**src/rtl/salc_pkg.sv**
```systemverilog
// types and constants for the size-aware lru cache core
// used by salc_ctrl, salc_dp and size_aware_lru_cache_core
`default_nettype none
package salc_pkg;
  localparam logic OP_ACCESS = 1'b0;
  localparam logic OP_REMOVE = 1'b1;

  localparam logic [1:0] ST_OK      = 2'd0;
  localparam logic [1:0] ST_ZERO    = 2'd1;
  localparam logic [1:0] ST_BIG     = 2'd2;
  localparam logic [1:0] ST_MISSING = 2'd3;

  localparam logic [31:0] CAP_RESET = 32'd1048576;

  typedef struct packed {
    logic        opcode;
    logic [31:0] obj_id;
    logic [31:0] obj_size;
  } in_word_t;

  typedef struct packed {
    logic        is_last;
    logic        is_eviction;
    logic [31:0] evicted_id;
    logic [31:0] evicted_size;
    logic        hit;
    logic [1:0]  status;
    logic [31:0] used_bytes_out;
  } out_word_t;

  // datapath commands, one-hot per step
  typedef struct packed {
    logic load;     // capture input word
    logic lookup;   // register match index and hit flag
    logic drop_hit; // remove the matched entry
    logic touch;    // update size and rank of the matched entry
    logic evict;    // drop oldest entry, log its report
    logic insert;   // write the new entry at the free slot
    logic pop;      // fetch the next logged eviction report
  } dp_cmd_t;

  typedef struct packed {
    logic       opcode;
    logic       hit;
    logic       size_zero;
    logic       too_big;
    logic       full;
    logic       over;   // used bytes above capacity
    logic       any_live;
    logic       log_more; // eviction reports still to send
  } dp_stat_t;
endpackage
`default_nettype wire

```
**src/rtl/salc_ctrl.sv**
```systemverilog
// controller: sequences lookup, update, evictions and the summary word
// depends on salc_pkg
`default_nettype none
module salc_ctrl import salc_pkg::*; (
  input  wire logic     clk,
  input  wire logic     rst,
  input  wire logic     in_valid,
  output logic          in_stall,
  input  wire dp_stat_t stat,
  output dp_cmd_t       cmd,
  output logic          o_valid,
  output logic          o_last,
  output logic [1:0]    o_status,
  input  wire logic     out_stall
);
  localparam logic [2:0] S_IDLE = 3'd0;
  localparam logic [2:0] S_LOOK = 3'd1;
  localparam logic [2:0] S_DEC  = 3'd2;
  localparam logic [2:0] S_INS  = 3'd3;
  localparam logic [2:0] S_CHK  = 3'd4;
  localparam logic [2:0] S_EVO  = 3'd5;
  localparam logic [2:0] S_SUM  = 3'd6;

  logic [2:0] state, state_next;
  logic [1:0] status, status_next;

  assign in_stall = state != S_IDLE;
  assign o_valid  = state == S_EVO || state == S_SUM;
  assign o_last   = state == S_SUM;
  assign o_status = status;

  always_comb begin
    state_next  = state;
    status_next = status;
    cmd         = '0;
    case (state)
      S_IDLE: if (in_valid) begin
        cmd.load = 1'b1;
        state_next = S_LOOK;
      end
      S_LOOK: begin
        cmd.lookup = 1'b1;
        state_next = S_DEC;
      end
      S_DEC: begin
        status_next = ST_OK;
        if (stat.opcode == OP_REMOVE) begin
          if (stat.hit) cmd.drop_hit = 1'b1;
          else status_next = ST_MISSING;
          state_next = S_SUM;
        end else if (stat.size_zero) begin
          status_next = ST_ZERO;
          state_next = S_SUM;
        end else if (stat.too_big) begin
          status_next = ST_BIG;
          state_next = S_SUM;
        end else if (stat.hit) begin
          cmd.touch = 1'b1;
          state_next = S_CHK;
        end else if (stat.full) begin
          // full table: free the oldest slot, then insert
          cmd.evict = 1'b1;
          state_next = S_INS;
        end else begin
          state_next = S_INS;
        end
      end
      S_INS: begin
        cmd.insert = 1'b1;
        state_next = S_CHK;
      end
      // evict one per cycle until within budget or no entry is left, then send the logged reports
      S_CHK: begin
        if (stat.over && stat.any_live) begin
          cmd.evict = 1'b1;
        end else if (stat.log_more) begin
          cmd.pop = 1'b1;
          state_next = S_EVO;
        end else begin
          state_next = S_SUM;
        end
      end
      // eviction word held until taken
      S_EVO: if (!out_stall) begin
        if (stat.log_more) cmd.pop = 1'b1;
        else state_next = S_SUM;
      end
      S_SUM: if (!out_stall) state_next = S_IDLE;
      default: state_next = S_IDLE;
    endcase
  end

  always_ff @(posedge clk) begin
    if (rst) begin
      state  <= S_IDLE;
      status <= ST_OK;
    end else begin
      status <= status_next;
      state  <= state_next;
    end
  end
endmodule
`default_nettype wire

```
**config.mk**
```make
export PLATFORM = sky130hd
export DESIGN_NAME = salc_ctrl
export DESIGN_NICKNAME = d
export VERILOG_FILES = /design/src/rtl/salc_pkg.sv /design/src/rtl/salc_ctrl.sv
export SDC_FILE = /design/constraint.sdc
export NUM_CORES = 1
export LEC_CHECK = 0
export ABC_CLOCK_PERIOD_IN_PS = 1700
export BUFFER_PORTS_ARGS = -buffer_cell sky130_fd_sc_hd__buf_2
export CAP_MARGIN = 20
export CORE_AREA = 8 8 45 47
export CTS_BUF_LIST = sky130_fd_sc_hd__clkbuf_4
export CTS_CLUSTER_SIZE = 16
export DETAILED_ROUTE_END_ITERATION = 10
export DIE_AREA = 0 0 53 55
export PLACE_DENSITY_LB_ADDON = 0.15
export REMOVE_ABC_BUFFERS = 1
export SYNTH_ARGS = -nofsm -noshare
export SYNTH_HDL_FRONTEND = slang
export SYNTH_SLANG_ARGS = --single-unit
export TNS_END_PERCENT = 50
```
**constraint.sdc**
```tcl
create_clock -name clk -period 1.7 [get_ports clk]
set_input_delay 0.425 -clock clk [delete_from_list [all_inputs] [get_ports clk]]
set_output_delay 0.425 -clock clk [all_outputs]
set_load 0.03 [all_outputs]
```
==> impl_results.md <==
- Post-DP HPWL: 1061 um
- Growth of design area from synthesis to finish: 66.08%
- Area of the core: 0.001384 mm^2
- Number of standard-cell rows in the floorplan: 14
- # nets final: 104
- Share of synthesized flip-flops with an asynchronous set or reset: 0%
- Register area share after synthesis: 23.39%
- Largest driver fanout on the critical path: 3
- Clock buffer count from CTS: 3
- Pre-antenna DRT Iters: 4
- Post-Synthesis Mean Instance Area: 7.253 um^2
- Number of remaining DRC errors: 0
- Arrival time at the worst endpoint: 1.32 ns
- Routed via count: 554
- Summed instance area of the synthesized netlist: 427.9 um^2
- Cell Pwr Density: 1422 mW/mm^2
- Number of nets still failing antenna checks after routing: 0
- Classification of the worst-slack hold path: in2reg
- Crit path setup slack, layout: -0.04850 ns
- P_leak: 0.3307 nW
- Share of the core filled with cells in the final layout: 51.36%
- Detailed Route WL: 1362 um
- Maximum single-stage delay on the critical path: 0.54 ns
- Critical path capture point type: primary output
- Number of warnings reported in the yosys synthesis log: 0
- Dpl ws: -0.1453 ns
- Category of the worst setup path launch point: input port
- Vias per cell: 5.178
- Setup Viol. Count Final: 3
- TritonCTS clock tree: yes
- Cell with the largest stage delay on the worst path: or4_4
- Pin count of the biggest net entering global routing: 18
- Crit path required time: 1.27 ns
- Sequence of cells on the critical path: buf_8 > or4_4 > o22ai_2 > buf_6
- Hold_buf cts: 0
- Power consumption: 1.010 mW
- Setup repair after global routing missed its margin: yes
- Dominant cell type by area after synthesis: dfxtp_1
- Initial antenna violation count: 0
- Cell count after placement: 101
- Overall track demand over capacity in global routing: 10.33%
- Tightest hold margin: 0.4135 ns
- DR WL/cell: 12.73 um
- Hold Vio Cnt, Final: 0
- Finished Layout Cells: 107
- Top flip-flop cell by instance count after synthesis: dfxtp_1
- Violated checks: setup timing
- Number of library cell types mapped by synthesis: 31
- Worst-Skew Late Latency: 0.25 ns
- Critical path type: in2out
- Worst-path clk slew: 0.04 ns
- Flop and latch count out of synthesis: 5
- Overflow left after global routing: 0
- Wire length of the first global-routing pass: 2277 um
- Final cycle utilization of the critical path: 102.9%
- Leading cell types in the layout, fill and taps excluded: 17 x buf_2, 9 x buf_4, 5 x buf_6
- # IOs: 24
- H-tree levels: 1
- Chip width: 53 um
- Largest cells by area after synthesis: dfxtp_1 23%, nor2b_1 5.8%, o21ai_0 4.7%, and3_1 4.4%, nor2_1 4.4%
- Reported max-cap violation count: 0
- Floorplan die area: 0.002915 mm^2
- Status: finished with violations
- Maximum resistive drop on vdd: 0.0005817 V
- Setup skew after layout: 0.002838 ns
- Final Wtd Congestion: 0.7585
- Number of buffers on the longest clock path: 2
- Clock root buffer: clkbuf_4
- Worst-margin pin slew: 0.3104 ns
- Die extent in y: 55 um
- Initial Utilization: 30.92%
- Most common library cell in the layout ignoring fill and taps: buf_2
- Number of flops mapped to enable cells by yosys: 0
- Final worst path period need: 1.749 ns
- PortBufs: 23
- Count of final max-slew check failures: 0
- Fraction of layout cells with a size suffix above 1: 50.55%
- Vias in the first global route: 575
- Number of clock sinks: 5
- Slew headroom: 79.03%
- Synthesized instance count: 59
- Proportion of netlist area held by the largest area contributor: 23.39%
- Number of diodes added for antenna fixing: 0
- Starting DRT DRC Count: 6
- Max frequency: 571.9 MHz
==> worst paths after layout <==
check	slack (ns)	depth (start not counted)	startpoint	endpoint
worst max-delay path	-0.05	4	stat[4]	cmd[2]
worst max register to register	0.33	4	state[0]	state[0]
worst min register to register	0.45	2	o_status[0]	o_status[0]
worst min-delay path	0.41	2	rst	o_status[0]
==> where the power goes <==
part | switching [mW] | internal [mW] | leakage [nW]
Sequential | 0.0276 | 0.162 | 0.0416
Combinational | 0.392 | 0.267 | 0.271
Clock | 0.0564 | 0.105 | 0.0184
Total | 0.476 | 0.534 | 0.331
==> layout make-up <==
class	instances	area, um^2
Inverter	4	15.01
Tap cell	16	20.02
Sequential cell	5	102.6
Clock buffer	4	30.03
Multi-Input combinational cell	46	319.1
Fill cell	141	673.1
Timing Repair Buffer	32	224.0
==> stage by stage <==
stage               area [um^2]  setup TNS [ns]
detailed placement        596.8         -0.2472
finish                    710.7        -0.08145
CTS                       686.9         -0.1573
global placement          596.8         -0.2394
global route              710.7         -0.2639
floorplan                 409.1         -0.8303
==> synth_stat cells, drive strengths merged (2+ instances only) <==
master  count
a21oi       3
and3        3
buf         3
dfxtp       5
inv         4
nand2       3
nand3       2
nor2        5
nor2b       4
nor3        3
o21ai       4
==> state kept, by name (all words and copies together) (netlist names) <==
name,count
state,3
o_status,2
==> timing repair <==
item / 4_1_cts / 5_1_grt
setup buffers: 1 / 1
gates resized for setup: 16 / 5
pin swaps: 4 / 2
endpoints found under the hold margin: 0 / 0
endpoints found under the setup margin: 4 / 6
==> cells by family (layout without fill, tap and decap cells) <==
logic type / Yosys count / count (layout) / share of synthesized area [%]
XOR/XNOR: 1 / 1 / 2.047
buffers and inverters: 8 / 40 / 7.892
AO/OA/AOI/OAI: 15 / 15 / 24.27
flip-flops: 5 / 5 / 23.39
AND/OR/NAND/NOR: 30 / 30 / 42.40
==> critical path, delay by kind of cell <==
| family | cells | cell delay [ns] |
|---|---|---|
| simple gates | 1 | 0.54 |
| buf+inv | 2 | 0.25 |
| compound gates | 1 | 0.11 |
==> metal layers <==
layer / GRT usage (%) / vias up / share of wire, %
met4: 5.172 / 0 / 1.6
met1: 10.49 / 250 / 43
met2: 18.36 / 20 / 47
li1: - / 282 / -
met3: 3.743 / 2 / 7.7
met5: 0 / - / 0
Power figures use the tool's default switching activity.
